--- src/hw/rtl/u8esc_pkg.sv ---
// ----------------------------------------------------------------------------
// u8esc_pkg
// Shared types, constants and helpers for the UTF-8 string escaper.
// ----------------------------------------------------------------------------
`default_nettype none

package u8esc_pkg;

  localparam int unsigned MaxOut = 12;
  localparam int unsigned CntW   = 4;
  localparam int unsigned PADDR_W = 3;

  localparam logic [0:0] REG_ASCII_ONLY = 1'b0;

  localparam logic [7:0] CH_BSLASH = 8'h5C;
  localparam logic [7:0] CH_DQUOTE = 8'h22;
  localparam logic [7:0] CH_APOS   = 8'h27;
  localparam logic [7:0] CH_U      = 8'h75;
  localparam logic [7:0] CH_B      = 8'h62;
  localparam logic [7:0] CH_F      = 8'h66;
  localparam logic [7:0] CH_N      = 8'h6E;
  localparam logic [7:0] CH_R      = 8'h72;
  localparam logic [7:0] CH_T      = 8'h74;

  localparam logic [7:0] C0_BS = 8'h08;
  localparam logic [7:0] C0_HT = 8'h09;
  localparam logic [7:0] C0_LF = 8'h0A;
  localparam logic [7:0] C0_FF = 8'h0C;
  localparam logic [7:0] C0_CR = 8'h0D;

  localparam logic [15:0] SURR_HI   = 16'hD800;
  localparam logic [15:0] SURR_LO   = 16'hDC00;
  localparam logic [20:0] SUPP_BASE = 21'h10000;

  localparam logic [15:0][7:0] HEX_TAB = "FEDCBA9876543210";

  typedef struct packed {
    logic [7:0] in_byte;
    logic       single_quotes;
    logic       in_last;
  } in_item_t;

  typedef struct packed {
    logic [7:0] out_char;
    logic       out_last;
  } out_item_t;

  typedef logic [5:0][7:0] u16_esc_t;

  typedef struct packed {
    logic [MaxOut-1:0][7:0] chars;
    logic [CntW-1:0]        count;
    logic                   last;
  } esc_res_t;

  function automatic logic [7:0] hex_char(input logic [3:0] d);
    return HEX_TAB[d];
  endfunction

  // \uXXXX, backslash first
  function automatic u16_esc_t u16_esc(input logic [15:0] v);
    u16_esc_t r;
    r[0] = CH_BSLASH;
    r[1] = CH_U;
    r[2] = hex_char(v[15:12]);
    r[3] = hex_char(v[11:8]);
    r[4] = hex_char(v[7:4]);
    r[5] = hex_char(v[3:0]);
    return r;
  endfunction

endpackage

`default_nettype wire

--- src/hw/rtl/utf8_string_escaper.sv ---
// Flow: an accepted byte is registered at the input; its escaped bytes are loaded into the output register when free.
// Throughput: one input transaction per cycle while each gives at most one byte and
// the output is not stalled; an item giving more bytes holds the input until the output
// register has sent them, one byte per transaction (up to 12 for a surrogate pair).
// Reset: asynchronous, active low; clears the open sequence, both valid flags and
// the ASCII-only bit. No clearing pass is needed.
// ----------------------------------------------------------------------------
// utf8_string_escaper
// Escapes a byte stream of string text, gathering UTF-8 sequences.
// ----------------------------------------------------------------------------
`default_nettype none

module utf8_string_escaper (
  input  wire logic                          clk_i,
  input  wire logic                          rst_ni,
  input  wire logic                          in_valid_i,
  output logic                               in_stall_o,
  input  wire u8esc_pkg::in_item_t           in_data_i,
  output logic                               out_valid_o,
  input  wire logic                          out_stall_i,
  output u8esc_pkg::out_item_t               out_data_o,
  input  wire logic                          psel,
  input  wire logic                          penable,
  input  wire logic                          pwrite,
  input  wire logic [u8esc_pkg::PADDR_W-1:0] paddr,
  input  wire logic [31:0]                   pwdata,
  output logic      [31:0]                   prdata,
  output logic                               pready
);
  import u8esc_pkg::*;

  in_item_t in_q, in_d;
  logic     in_vld_q, in_vld_d;
  logic     ascii_only;
  logic     free;
  logic     step;
  logic     accept;
  esc_res_t res;

  assign step       = in_vld_q && free;
  assign in_stall_o = in_vld_q && !free;
  assign accept     = in_valid_i && !in_stall_o;

  always_comb begin
    in_d     = in_q;
    in_vld_d = in_vld_q;
    if (accept) begin
      in_d     = in_data_i;
      in_vld_d = 1'b1;
    end else if (step) begin
      in_vld_d = 1'b0;
    end
  end

  always_ff @(posedge clk_i or negedge rst_ni) begin
    if (!rst_ni) begin
      in_vld_q <= 1'b0;
    end else begin
      in_vld_q <= in_vld_d;
    end
  end

  always_ff @(posedge clk_i) begin
    in_q <= in_d;
  end

  u8esc_cfg u_cfg (
    .clk_i        (clk_i),
    .rst_ni       (rst_ni),
    .psel         (psel),
    .penable      (penable),
    .pwrite       (pwrite),
    .paddr        (paddr),
    .pwdata       (pwdata),
    .prdata       (prdata),
    .pready       (pready),
    .ascii_only_o (ascii_only)
  );

  u8esc_encode u_encode (
    .clk_i        (clk_i),
    .rst_ni       (rst_ni),
    .item_i       (in_q),
    .ascii_only_i (ascii_only),
    .advance_i    (step),
    .res_o        (res)
  );

  u8esc_outbuf u_outbuf (
    .clk_i       (clk_i),
    .rst_ni      (rst_ni),
    .res_i       (res),
    .load_i      (step),
    .free_o      (free),
    .out_valid_o (out_valid_o),
    .out_stall_i (out_stall_i),
    .out_data_o  (out_data_o)
  );

endmodule

`default_nettype wire

--- src/hw/rtl/u8esc_cfg.sv ---
// ----------------------------------------------------------------------------
// u8esc_cfg
// APB register file holding the ASCII-only control bit.
// ----------------------------------------------------------------------------
`default_nettype none

module u8esc_cfg (
  input  wire logic                          clk_i,
  input  wire logic                          rst_ni,
  input  wire logic                          psel,
  input  wire logic                          penable,
  input  wire logic                          pwrite,
  input  wire logic [u8esc_pkg::PADDR_W-1:0] paddr,
  input  wire logic [31:0]                   pwdata,
  output logic      [31:0]                   prdata,
  output logic                               pready,
  output logic                               ascii_only_o
);
  import u8esc_pkg::*;

  logic ensure_q, ensure_d;
  logic sel_reg;
  logic wr;

  assign sel_reg = (paddr[PADDR_W-1:PADDR_W-1] == REG_ASCII_ONLY);
  assign wr      = psel && penable && pwrite && sel_reg;
  assign ensure_d = wr ? pwdata[0] : ensure_q;

  always_ff @(posedge clk_i or negedge rst_ni) begin
    if (!rst_ni) begin
      ensure_q <= 1'b0;
    end else begin
      ensure_q <= ensure_d;
    end
  end

  assign prdata       = sel_reg ? {31'b0, ensure_q} : 32'b0;
  assign pready       = 1'b1;
  assign ascii_only_o = ensure_q;

endmodule

`default_nettype wire

--- src/hw/rtl/u8esc_encode.sv ---
// ----------------------------------------------------------------------------
// u8esc_encode
// Sequence state and escape generation for one registered input byte.
// ----------------------------------------------------------------------------
`default_nettype none

module u8esc_encode (
  input  wire logic                 clk_i,
  input  wire logic                 rst_ni,
  input  wire u8esc_pkg::in_item_t  item_i,
  input  wire logic                 ascii_only_i,
  input  wire logic                 advance_i,
  output u8esc_pkg::esc_res_t       res_o
);
  import u8esc_pkg::*;

  logic [7:0] pend_q [3];
  logic [7:0] pend_d [3];
  logic [1:0] pcount_q, pcount_d;
  logic [2:0] slen_q, slen_d;

  logic [7:0]             b;
  logic [7:0]             quote;
  logic                   last;
  logic                   open;
  logic                   cont;
  logic                   complete;
  logic [2:0]             lead_len;
  u16_esc_t               fs;
  logic [2:0]             fn;
  logic                   fhold;
  logic [20:0]            cp;
  logic [20:0]            supp;
  logic [15:0]            hi;
  logic [15:0]            lo;
  logic [MaxOut-1:0][7:0] s;
  logic [CntW-1:0]        ns;
  logic [1:0]             npre;

  always_comb begin
    b     = item_i.in_byte;
    quote = item_i.single_quotes ? CH_APOS : CH_DQUOTE;
    last  = item_i.in_last;
    open  = (slen_q != 3'd0) && (pcount_q != 2'd0);
    cont  = (b[7:6] == 2'b10);
    complete = open && cont && (({1'b0, pcount_q} + 3'd1) >= slen_q);

    if (b[7:5] == 3'b110) begin
      lead_len = 3'd2;
    end else if (b[7:4] == 4'b1110) begin
      lead_len = 3'd3;
    end else if (b[7:3] == 5'b11110) begin
      lead_len = 3'd4;
    end else begin
      lead_len = 3'd0;
    end

    // byte that does not continue an open sequence
    fs    = '0;
    fn    = 3'd0;
    fhold = 1'b0;
    if (b == quote || b == CH_BSLASH) begin
      fs[0] = CH_BSLASH;
      fs[1] = b;
      fn    = 3'd2;
    end else if (b < 8'h20) begin
      fs[0] = CH_BSLASH;
      fn    = 3'd2;
      case (b)
        C0_BS:   fs[1] = CH_B;
        C0_FF:   fs[1] = CH_F;
        C0_LF:   fs[1] = CH_N;
        C0_CR:   fs[1] = CH_R;
        C0_HT:   fs[1] = CH_T;
        default: begin
          fs = u16_esc({8'h00, b});
          fn = 3'd6;
        end
      endcase
    end else if (!b[7]) begin
      fs[0] = b;
      fn    = 3'd1;
    end else if (lead_len != 3'd0 && !last) begin
      fhold = 1'b1;
    end else begin
      fs[0] = b;
      fn    = 3'd1;
    end

    // code point assembly
    case (slen_q)
      3'd2:    cp = {16'b0, pend_q[0][4:0]};
      3'd3:    cp = {17'b0, pend_q[0][3:0]};
      default: cp = {18'b0, pend_q[0][2:0]};
    endcase
    if (pcount_q >= 2'd2) begin
      cp = {cp[14:0], pend_q[1][5:0]};
    end
    if (pcount_q == 2'd3) begin
      cp = {cp[14:0], pend_q[2][5:0]};
    end
    cp   = {cp[14:0], b[5:0]};
    supp = cp - SUPP_BASE;
    hi   = SURR_HI + {5'b0, supp[20:10]};
    lo   = SURR_LO + {6'b0, supp[9:0]};

    s    = '0;
    ns   = '0;
    npre = 2'd0;
    if (open && cont) begin
      if (complete && ascii_only_i) begin
        if (cp[20:16] == 5'd0) begin
          s[5:0] = u16_esc(cp[15:0]);
          ns     = 4'd6;
        end else begin
          s[5:0]  = u16_esc(hi);
          s[11:6] = u16_esc(lo);
          ns      = 4'd12;
        end
      end else if (complete || last) begin
        npre = pcount_q;
        s[0] = b;
        ns   = 4'd1;
      end
    end else begin
      if (open) begin
        npre = pcount_q;
      end
      s[5:0] = fs;
      ns     = {1'b0, fn};
    end

    case (npre)
      2'd0:    res_o.chars = s;
      2'd1:    res_o.chars = {s[10:0], pend_q[0]};
      2'd2:    res_o.chars = {s[9:0], pend_q[1], pend_q[0]};
      2'd3:    res_o.chars = {s[8:0], pend_q[2], pend_q[1], pend_q[0]};
      default: res_o.chars = s;
    endcase
    res_o.count = {2'b00, npre} + ns;
    res_o.last  = last;

    pend_d   = pend_q;
    pcount_d = 2'd0;
    slen_d   = 3'd0;
    if (open && cont) begin
      if (!complete && !last) begin
        pend_d[pcount_q] = b;
        pcount_d         = pcount_q + 2'd1;
        slen_d           = slen_q;
      end
    end else if (fhold) begin
      pend_d[0] = b;
      pcount_d  = 2'd1;
      slen_d    = lead_len;
    end
  end

  always_ff @(posedge clk_i or negedge rst_ni) begin
    if (!rst_ni) begin
      pcount_q <= 2'd0;
      slen_q   <= 3'd0;
    end else if (advance_i) begin
      pcount_q <= pcount_d;
      slen_q   <= slen_d;
    end
  end

  always_ff @(posedge clk_i) begin
    if (advance_i) begin
      pend_q <= pend_d;
    end
  end

endmodule

`default_nettype wire

--- src/hw/rtl/u8esc_outbuf.sv ---
// ----------------------------------------------------------------------------
// u8esc_outbuf
// Result register; sends the escaped bytes of one item one per transaction.
// ----------------------------------------------------------------------------
`default_nettype none

module u8esc_outbuf (
  input  wire logic                 clk_i,
  input  wire logic                 rst_ni,
  input  wire u8esc_pkg::esc_res_t  res_i,
  input  wire logic                 load_i,
  output logic                      free_o,
  output logic                      out_valid_o,
  input  wire logic                 out_stall_i,
  output u8esc_pkg::out_item_t      out_data_o
);
  import u8esc_pkg::*;

  logic [MaxOut-1:0][7:0] chars_q, chars_d;
  logic [CntW-1:0]        count_q, count_d;
  logic [CntW-1:0]        idx_q, idx_d;
  logic                   last_q, last_d;
  logic                   has;
  logic                   take;
  logic                   done;
  logic                   at_end;

  always_comb begin
    has    = (count_q != '0);
    at_end = (idx_q == count_q - 4'd1);
    take   = has && !out_stall_i;
    done   = take && at_end;
    free_o = !has || done;

    chars_d = chars_q;
    count_d = count_q;
    idx_d   = idx_q;
    last_d  = last_q;
    if (load_i && res_i.count != '0) begin
      chars_d = res_i.chars;
      count_d = res_i.count;
      idx_d   = '0;
      last_d  = res_i.last;
    end else if (done) begin
      count_d = '0;
      idx_d   = '0;
    end else if (take) begin
      idx_d = idx_q + 4'd1;
    end
  end

  always_ff @(posedge clk_i or negedge rst_ni) begin
    if (!rst_ni) begin
      count_q <= '0;
      idx_q   <= '0;
    end else begin
      count_q <= count_d;
      idx_q   <= idx_d;
    end
  end

  always_ff @(posedge clk_i) begin
    chars_q <= chars_d;
    last_q  <= last_d;
  end

  assign out_valid_o         = has;
  assign out_data_o.out_char = chars_q[idx_q];
  assign out_data_o.out_last = last_q && at_end;

endmodule

`default_nettype wire

--- config.mk ---
export PLATFORM = sky130hd
export DESIGN_NAME = utf8_string_escaper
export DESIGN_NICKNAME = d
export VERILOG_FILES = /design/src/hw/rtl/u8esc_pkg.sv /design/src/hw/rtl/utf8_string_escaper.sv /design/src/hw/rtl/u8esc_cfg.sv /design/src/hw/rtl/u8esc_encode.sv /design/src/hw/rtl/u8esc_outbuf.sv
export SDC_FILE = /design/constraint.sdc
export NUM_CORES = 1
export LEC_CHECK = 0
export BUFFER_PORTS_ARGS = -buffer_cell sky130_fd_sc_hd__buf_2
export CORE_ASPECT_RATIO = 0.9
export CORE_UTILIZATION = 45
export DETAILED_ROUTE_END_ITERATION = 10
export GPL_TIMING_DRIVEN = 0
export PLACE_DENSITY_LB_ADDON = 0.05
export SLEW_MARGIN = 30
export SYNTH_ARGS = -nofsm -noshare
export SYNTH_HDL_FRONTEND = slang
export SYNTH_SLANG_ARGS = --single-unit
--- constraint.sdc ---
create_clock -name clk_i -period 8.8 [get_ports clk_i]
set_input_delay 0 -clock clk_i [delete_from_list [all_inputs] [get_ports clk_i]]
set_output_delay 0 -clock clk_i [all_outputs]
set_load 0.03 [all_outputs]
==> impl_metrics.py, run 1 <==
metrics = {
    "floorplanning": {
        "die_width_um": 153,
        "initial_core_util": 0.462,
        "placementRows": 49,
        "die-area_um2": 21200,
        "floorplan.io_pins": 96,
        "core-area_um2": 20000,
        "die-height_um": 138,
    },
    "sta": {
        "drv_slew": 0,
        "timing_hold_violations_final": 1,
        "fmax_mhz": 158,
        "post-route-period-util": 0.719,
        "finClkSkew_ns": 0.0127,
        "setup_slack_ns": 2.48,
        "timing.final.crit_period_ns": 6.32,
        "grt_setup_unrepaired": "false",
        "timing.final.setup_violations": 0,
        "timing_worst_slew_pin_value_ns": 1.04,
        "holdWs_ns": -0.000231,
        "max-slew-margin-rel": 0.305,
    },
    "placement": {
        "cell_area_placed_um2": 9960,
        "port_buffers": 30,
        "detailedPlacementHpwl_mm": 22.1,
        "gp_congestion": 0.938,
        "place_ws_ns": 2.58,
    },
    "clock_network": {
        "clk_transition_reported_paths_ns": 0.07,
        "cts.sink_count": 148,
        "post_cts_resize_count": 0,
        "worst_skew_pair.late_latency_ns": 0.44,
        "clock_path_buffers": 2,
        "tritoncts": "yes",
        "htreeDepth": 4,
        "cts-buffers-inserted": 17,
        "cts_root_buf": "sky130_fd_sc_hd__clkbuf_16",
    },
    "routing": {
        "drtIter0Drc": 830,
        "wirelength_mm": 28.9,
        "drt-vias-per-instance": 5.95,
        "via_count": 7512,
        "drt_drc_violations_left": 0,
        "ant_nets": 0,
        "wire_per_inst_um": 22.9,
        "drt_first_pass_iters": 8,
    },
    "finish": {
        "final_util": 0.534,
        "final_net_count": 1083,
        "drive_above_1_share": 0.163,
        "syn_to_layout_area_delta_pct": 15.5,
        "diodes": 0,
        "finalInstanceArea_um2": 10700,
    },
    "synth": {
        "ys_seq_elements": 148,
        "synth_seq_area_share": 0.459,
        "synth.top_cells.by_count": "121 x sky130_fd_sc_hd__edfxtp_1, 65 x sky130_fd_sc_hd__nor2_1, 64 x sky130_fd_sc_hd__nand2_1, 53 x sky130_fd_sc_hd__a21oi_1, 40 x sky130_fd_sc_hd__inv_1",
        "synth_simple_gate_area_share": 0.136,
        "synthArstFlopShare": 0.101,
        "synth-compound-area-share": 0.193,
        "synth_ff_type": "sky130_fd_sc_hd__edfxtp_1",
        "yosysTopAreaCellShare": 0.392,
        "synth-warning-count": 0,
        "post_synth_mux_area_share": 0.0823,
        "synth_top_family_by_area": "compound AO/OA/AOI/OAI gates",
        "number_of_enable_flip_flop_cells_after_synthesis": 121,
        "yosysMostFrequentCell": "sky130_fd_sc_hd__edfxtp_1",
        "synth_area_leaders": "sky130_fd_sc_hd__edfxtp_1 39%, sky130_fd_sc_hd__ha_1 4.9%, sky130_fd_sc_hd__mux4_2 4.4%, sky130_fd_sc_hd__dfrtp_1 4.1%, sky130_fd_sc_hd__a21oi_1 2.9%",
        "synth_top_area_cell": "sky130_fd_sc_hd__edfxtp_1",
        "synth_cells": 889,
        "ys_types": 86,
        "post_synth_xor_area_fraction": 0.0113,
        "post_synth.cell_area_avg_um2": 10.4,
        "synthAdderAreaFrac": 0.0508,
        "syn_area_um2": 9260,
    },
    "critical_path": {
        "crit_path_end_kind": "flop",
        "critPathMaxFanout": 20,
        "regToRegStartpoint": "u_encode.pcount_q[0]",
        "startpoint_type": "flop",
        "rr_worst_depth": 19,
        "ff2ff_setup_slack_ns": 2.48,
        "regToRegEndpoint": "u_outbuf.chars_q[80]",
        "worst-setup-path-type": "reg2reg",
        "worst-endpoint-arrival_ns": 6.47,
        "cp_data_required_time_ns": 8.94,
    },
    "grt": {
        "overall_track_demand_over_capacity_in_global_routing": 0.280,
        "grt_first_pass_wirelength_mm": 43.6,
        "grt_start_max_net_pins": 21,
        "via_count_of_the_first_global_routing_pass": 6946,
        "grt_overflow_total": 0,
        "antenna_found_initial": 0,
    },
    "min_path": {
        "holdCritPathClass": "in2async",
    },
    "pwr": {
        "power_density_nw_per_um2": 310,
        "ir_drop_uv": 170,
        "leakagePower_nw": 4.09,
    },
    "outcome": {
        "failed_checks": "negative hold slack",
        "status": "complete, but fails checks",
    },
    "run": {
        "drv_cap": 0,
    },
}
where the power goes:
group / leakage, nW / total (mW) / internal [mW] / switching, mW
clock network: 0.269 / 0.710 / 0.397 / 0.314
registers: 1.41 / 1.13 / 1.02 / 0.105
logic: 2.41 / 1.48 / 0.540 / 0.939
routing by layer:
metal,vias up,share of wire,global-route usage
met5,-,0,0
met4,0,0.024,0.0946
met3,42,0.088,0.0596
met2,355,0.42,0.395
met1,3596,0.47,0.423
li1,3519,-,-
cell families (layout without fill, tap and decap cells):
logic type	after synthesis	after routing
multiplexers	52	52
XOR/XNOR	12	12
flip-flops	148	148
AO/OA/AOI/OAI	260	260
other	2	36
buffers and inverters	126	210
AND/OR/NAND/NOR	252	252
adder cells (fa/ha/maj)	37	37
how the worst max path moves through the flow:
| stage | slack, ns | depth (start not counted) | startpoint | endpoint |
|---|---|---|---|---|
| after floorplan | 0.37 | 15 | u_encode.pcount_q[1] | u_outbuf.chars_q[0] |
| after global placement | -2.81 | 15 | u_encode.pcount_q[0] | u_outbuf.idx_q[3] |
| after detailed placement | 2.58 | 19 | u_encode.pcount_q[0] | u_outbuf.chars_q[89] |
| after CTS | 2.54 | 19 | u_encode.pcount_q[0] | u_outbuf.chars_q[89] |
| after global routing | 2.18 | 23 | u_encode.pcount_q[0] | u_outbuf.chars_q[80] |
| final | 2.48 | 19 | u_encode.pcount_q[0] | u_outbuf.chars_q[80] |
stage by stage:
stage / hold slack [ns] / setup TNS, ns / power (mW) / instances
2_1_floorplan: -0.296 / 0 / 2.15 / 923
4_1_cts: 0.00175 / 0 / 3.32 / 1261
3_3_place_gp: -0.0582 / -250.39 / 2.59 / 1208
3_5_place_dp: -0.0651 / 0 / 2.60 / 1213
5_1_grt: 0.0430 / 0 / 3.50 / 1262
6_report: -0.000231 / 0 / 3.32 / 1262
critical path: stages, from the launching register on:
cell	delay, ns
sky130_fd_sc_hd__dfrtp_1	0.43
sky130_fd_sc_hd__clkbuf_1	0.50
sky130_fd_sc_hd__inv_2	0.31
sky130_fd_sc_hd__ha_1	0.39
sky130_fd_sc_hd__ha_1	0.28
sky130_fd_sc_hd__a21o_1	0.22
sky130_fd_sc_hd__a21oi_1	0.65
sky130_fd_sc_hd__o211ai_2	0.29
sky130_fd_sc_hd__nor2_2	0.46
sky130_fd_sc_hd__inv_2	0.20
sky130_fd_sc_hd__buf_6	0.20
sky130_fd_sc_hd__fa_1	0.51
sky130_fd_sc_hd__nand3b_1	0.12
sky130_fd_sc_hd__o211ai_1	0.12
sky130_fd_sc_hd__a21oi_4	0.32
sky130_fd_sc_hd__buf_8	0.23
sky130_fd_sc_hd__buf_8	0.18
sky130_fd_sc_hd__buf_8	0.18
sky130_fd_sc_hd__buf_8	0.20
sky130_fd_sc_hd__buf_16	0.18
state kept, by name (all words and copies together) (netlist names), 2 cells and up, named ones only:
signal and cells:
u_outbuf.count_q 4, u_outbuf.chars_q 86, u_encode.pcount_q 2, u_outbuf.idx_q 4, in_q 10, u_encode.slen_q 3, u_encode.pend_q 24
layout make-up:
cell class | count | area (µm²)
Timing Repair Buffer | 52 | 403
Inverter | 47 | 176
Fill cell | 1852 | 9350
Sequential cell | 148 | 4250
Tap cell | 255 | 319
Clock inverter | 15 | 148
Buffer | 79 | 443
Multi-Input combinational cell | 649 | 4540
Clock buffer | 17 | 425
layout by cell type (no fill, tap or decap), types with 30 or more instances in the layout:
cell	instances
sky130_fd_sc_hd__edfxtp_1	121
sky130_fd_sc_hd__nor2_1	65
sky130_fd_sc_hd__nand2_1	64
sky130_fd_sc_hd__a21oi_1	52
sky130_fd_sc_hd__buf_2	41
sky130_fd_sc_hd__inv_1	40
sky130_fd_sc_hd__ha_1	36
sky130_fd_sc_hd__conb_1	36
sky130_fd_sc_hd__buf_4	33
sky130_fd_sc_hd__o21ai_0	32
sky130_fd_sc_hd__clkbuf_1	30
timing repair:
action | 4_1_cts | 5_1_grt
endpoints found under the setup margin | 0 | 0
endpoints found under the hold margin | 36 | 0
buffers inserted | 0 | 0
hold buffers | 16 | 0
No activity file was read; power rests on OpenSTA's default activity.
==> run 2: changes to the inputs <==
--- a/config.mk
+++ b/config.mk
@@ -5,6 +5,7 @@
 export SDC_FILE = /design/constraint.sdc
 export NUM_CORES = 1
 export LEC_CHECK = 0
+export ABC_AREA = 1
 export BUFFER_PORTS_ARGS = -buffer_cell sky130_fd_sc_hd__buf_2
 export CORE_ASPECT_RATIO = 0.9
 export CORE_UTILIZATION = 45
==> constraint.sdc (replaced) <==
create_clock -name clk_i -period 5.9 [get_ports clk_i]
set_input_delay 0 -clock clk_i [delete_from_list [all_inputs] [get_ports clk_i]]
set_output_delay 0 -clock clk_i [all_outputs]
set_load 0.03 [all_outputs]
==> run 2 against run 1 <==
Effect of this change: the flow now finishes without violations; power rose by 41%; sequential power is 58% higher; count of clock-buffer cells in the layout stayed put; combinational power up 18%; first-iteration DRC count down 6.7%; final cell count rose by 17%; sequential share of layout area fell by 0.18 points.
==> impl_metrics.py, run 2 <==
metrics = {
    "pwr": {
        "leakagePower_nw": 4.81,
        "power_density_nw_per_um2": 435,
        "finalPower_mw": 4.67,
        "ir_drop_uv": 235,
    },
    "critical_path": {
        "critPathMaxFanout": 87,
        "worst-setup-path-type": "reg2reg",
        "worst-endpoint-arrival_ns": 5.00,
        "crit_path_end_kind": "flop",
        "worst_setup_sp": "u_encode.pcount_q[0]",
        "regToRegStartpoint": "u_encode.pcount_q[0]",
        "rr_worst_depth": 23,
        "cp_data_required_time_ns": 5.98,
        "ff2ff_setup_slack_ns": 0.98,
        "regToRegEndpoint": "u_outbuf.chars_q[94]",
        "startpoint_type": "flop",
    },
    "min_path": {
        "holdCritPathClass": "in2reg",
        "hold_path.startpoint": "in_valid_i",
        "worst_hold_path.num_cells": 4,
        "whs_endpoint": "in_vld_q",
    },
    "grt": {
        "gr-max-usage-layer": "met2",
        "antenna_found_initial": 1,
        "grt_use_met3": 0.0444,
        "overall_track_demand_over_capacity_in_global_routing": 0.277,
        "grt_use_met1": 0.402,
        "grt_overflow_total": 0,
        "via_count_of_the_first_global_routing_pass": 7217,
        "grt_first_pass_wirelength_mm": 43.7,
        "grt_start_max_net_pins": 88,
        "globalRouteMet2Util": 0.426,
    },
    "floorplanning": {
        "placementRows": 49,
        "floorplan.io_pins": 96,
        "die-height_um": 139,
        "die-area_um2": 21300,
        "core-area_um2": 20200,
        "initial_core_util": 0.463,
        "die_width_um": 154,
    },
    "synth": {
        "synth_area_leaders": "sky130_fd_sc_hd__edfxtp_1 39%, sky130_fd_sc_hd__nand2_1 12%, sky130_fd_sc_hd__ha_1 4.8%, sky130_fd_sc_hd__dfrtp_1 4.0%, sky130_fd_sc_hd__nand3_1 3.7%",
        "synthArstFlopShare": 0.101,
        "synth_top_area_cell": "sky130_fd_sc_hd__edfxtp_1",
        "yosysMostFrequentCell": "sky130_fd_sc_hd__nand2_1",
        "post_synth.cell_area_avg_um2": 8.45,
        "yosysTopAreaCellShare": 0.389,
        "synth_ff_type": "sky130_fd_sc_hd__edfxtp_1",
        "synth_cells": 1105,
        "ys_seq_elements": 148,
        "synth-warning-count": 0,
        "synth_seq_area_share": 0.455,
        "ys_types": 54,
        "syn_area_um2": 9340,
        "number_of_enable_flip_flop_cells_after_synthesis": 121,
        "synth.top_cells.by_count": "308 x sky130_fd_sc_hd__nand2_1, 121 x sky130_fd_sc_hd__edfxtp_1, 92 x sky130_fd_sc_hd__nor2_1, 84 x sky130_fd_sc_hd__inv_1, 70 x sky130_fd_sc_hd__nand3_1",
    },
    "routing": {
        "via_count": 8025,
        "wire_per_inst_um": 19.3,
        "drt_drc_violations_left": 0,
        "drt-vias-per-instance": 5.45,
        "wirelength_mm": 28.4,
        "drtIter0Drc": 774,
        "ant_nets": 0,
        "drt_first_pass_iters": 6,
    },
    "finish": {
        "largest_reg_flops": 86,
        "finalInstanceArea_um2": 10800,
        "registers.top_by_ff_count": "u_outbuf.chars_q",
        "drive_above_1_share": 0.170,
        "fillers": 1950,
        "layout.cells.most_common_list": "308 x sky130_fd_sc_hd__nand2_1, 121 x sky130_fd_sc_hd__edfxtp_1, 91 x sky130_fd_sc_hd__nor2_1",
        "reg.largest.list": "u_outbuf.chars_q (86), u_encode.pend_q (24), in_q (10)",
        "final_net_count": 1293,
        "diodes": 0,
        "syn_to_layout_area_delta_pct": 15.1,
        "mostFrequentLayoutCell": "sky130_fd_sc_hd__nand2_1",
    },
    "sta": {
        "max-slew-margin-rel": 0.344,
        "timing.final.setup_violations": 0,
        "drv_slew": 0,
        "grt_setup_unrepaired": "false",
        "timing_hold_violations_final": 0,
        "timing.final.crit_period_ns": 4.92,
        "fmax_mhz": 203,
        "holdWs_ns": 0.00209,
        "timing_worst_slew_pin_value_ns": 0.980,
        "finClkSkew_ns": 0.0138,
        "post-route-period-util": 0.833,
    },
    "placement": {
        "cell_area_placed_um2": 9980,
        "port_buffers": 30,
        "gp_congestion": 0.934,
        "detailedPlacementHpwl_mm": 21.4,
    },
    "clock_network": {
        "cts-buffers-inserted": 17,
        "htreeDepth": 4,
        "cts.sink_count": 148,
        "clock_path_buffers": 2,
        "post_cts_resize_count": 0,
        "tritoncts": "yes",
        "cts_root_buf": "sky130_fd_sc_hd__clkbuf_16",
        "worst_skew_pair.late_latency_ns": 0.44,
        "clk_transition_reported_paths_ns": 0.07,
    },
    "outcome": {
        "status": "complete, no violations",
    },
    "run": {
        "drv_cap": 0,
    },
}
## run 2: cell types whose count changed in the layout (fill, tap and decap cells not counted), sizes merged, moves of 20 or more
cell,before,now
inv,53,122
a21oi,53,27
mux2i,21,1
nand3,17,76
o22ai,28,8
nor2,68,106
nand2,65,330
nand4,3,26
o21ai,55,85
## run 2: logic make-up (layout without fill, tap and decap cells)
family                     Yosys count  count (layout)  share of synthesized area
and+or+nand+nor                    555             555                      0.274
buffers and inverters              185             263                     0.0967
AOI/OAI and AO/OA                  172             172                      0.118
DFF                                148             148                      0.455
adders and majority gates           37              37                     0.0504
xor gates and xnor gates             5               5                    0.00469
other                                2              36                   0.000804
muxes                                1               1                    0.00107
## run 2: area by class of cell
cell class,count,area [µm²],share of cell area
Timing Repair Buffer,46,328,0.0305
Buffer,69,458,0.0426
Tap cell,255,319,0.0297
Inverter,116,445,0.0414
Multi-Input combinational cell,806,4330,0.403
Clock inverter,15,191,0.0178
Clock buffer,17,425,0.0396
Sequential cell,148,4250,0.395
## run 2: worst max-delay path, stage by stage (launching register included)
cell,delay (ns)
sky130_fd_sc_hd__dfrtp_1,0.58
sky130_fd_sc_hd__inv_1,0.15
sky130_fd_sc_hd__ha_1,0.26
sky130_fd_sc_hd__nor2_2,0.34
sky130_fd_sc_hd__nand2_1,0.09
sky130_fd_sc_hd__o21ai_1,0.17
sky130_fd_sc_hd__nand2_1,0.08
sky130_fd_sc_hd__nand2_1,0.24
sky130_fd_sc_hd__inv_2,0.11
sky130_fd_sc_hd__ha_1,0.22
sky130_fd_sc_hd__nand3_1,0.20
sky130_fd_sc_hd__nor2_8,0.09
sky130_fd_sc_hd__nand2_4,0.12
sky130_fd_sc_hd__inv_2,0.10
sky130_fd_sc_hd__nor2_1,0.26
sky130_fd_sc_hd__inv_1,0.08
sky130_fd_sc_hd__ha_1,0.29
sky130_fd_sc_hd__a21oi_1,0.20
sky130_fd_sc_hd__nand3b_1,0.17
sky130_fd_sc_hd__nand3_2,0.09
sky130_fd_sc_hd__nand2_2,0.08
sky130_fd_sc_hd__nand2_4,0.11
sky130_fd_sc_hd__nand2_8,0.10
sky130_fd_sc_hd__buf_16,0.33
## run 2: metal layers
layer / routed length (µm) / up-vias
met5: 0 / -
met4: 527 / 0
met3: 2280 / 42
met2: 12500 / 377
met1: 13100 / 3721
li1: - / 3885
## run 2: worst max-delay path by stage
stage	end	slack (ns)
6_report	u_outbuf.chars_q[94]	0.98
5_1_grt	u_outbuf.chars_q[90]	0.70
4_1_cts	u_outbuf.chars_q[56]	1.06
3_5_place_dp	u_outbuf.chars_q[49]	1.08
3_3_place_gp	u_outbuf.chars_q[49]	-0.04
2_1_floorplan	u_outbuf.chars_q[0]	1.14
## run 2: report_power, final
group	internal, mW	total [mW]	leakage (nW)	switching [mW]
Combinational	0.506	1.74	3.06	1.23
Sequential	1.62	1.78	1.45	0.156
Clock	0.645	1.15	0.300	0.510
Total	2.77	4.67	4.81	1.90
## run 2: repair_timing
item,CTS,global route
hold endpoints to repair,36,0
setup buffers,0,0
hold buffers,15,0
## run 2: stage by stage
step	utilization	setup TNS, ns	std cells	setup WS (ns)
final	0.533	0	1472	0.983
after global routing	0.533	0	1472	0.701
after CTS	0.533	0	1472	1.06
after detailed placement	0.495	0	1425	1.08
after global placement	0.493	-3.54	1424	-0.0448
after floorplan	-	0	1139	1.14
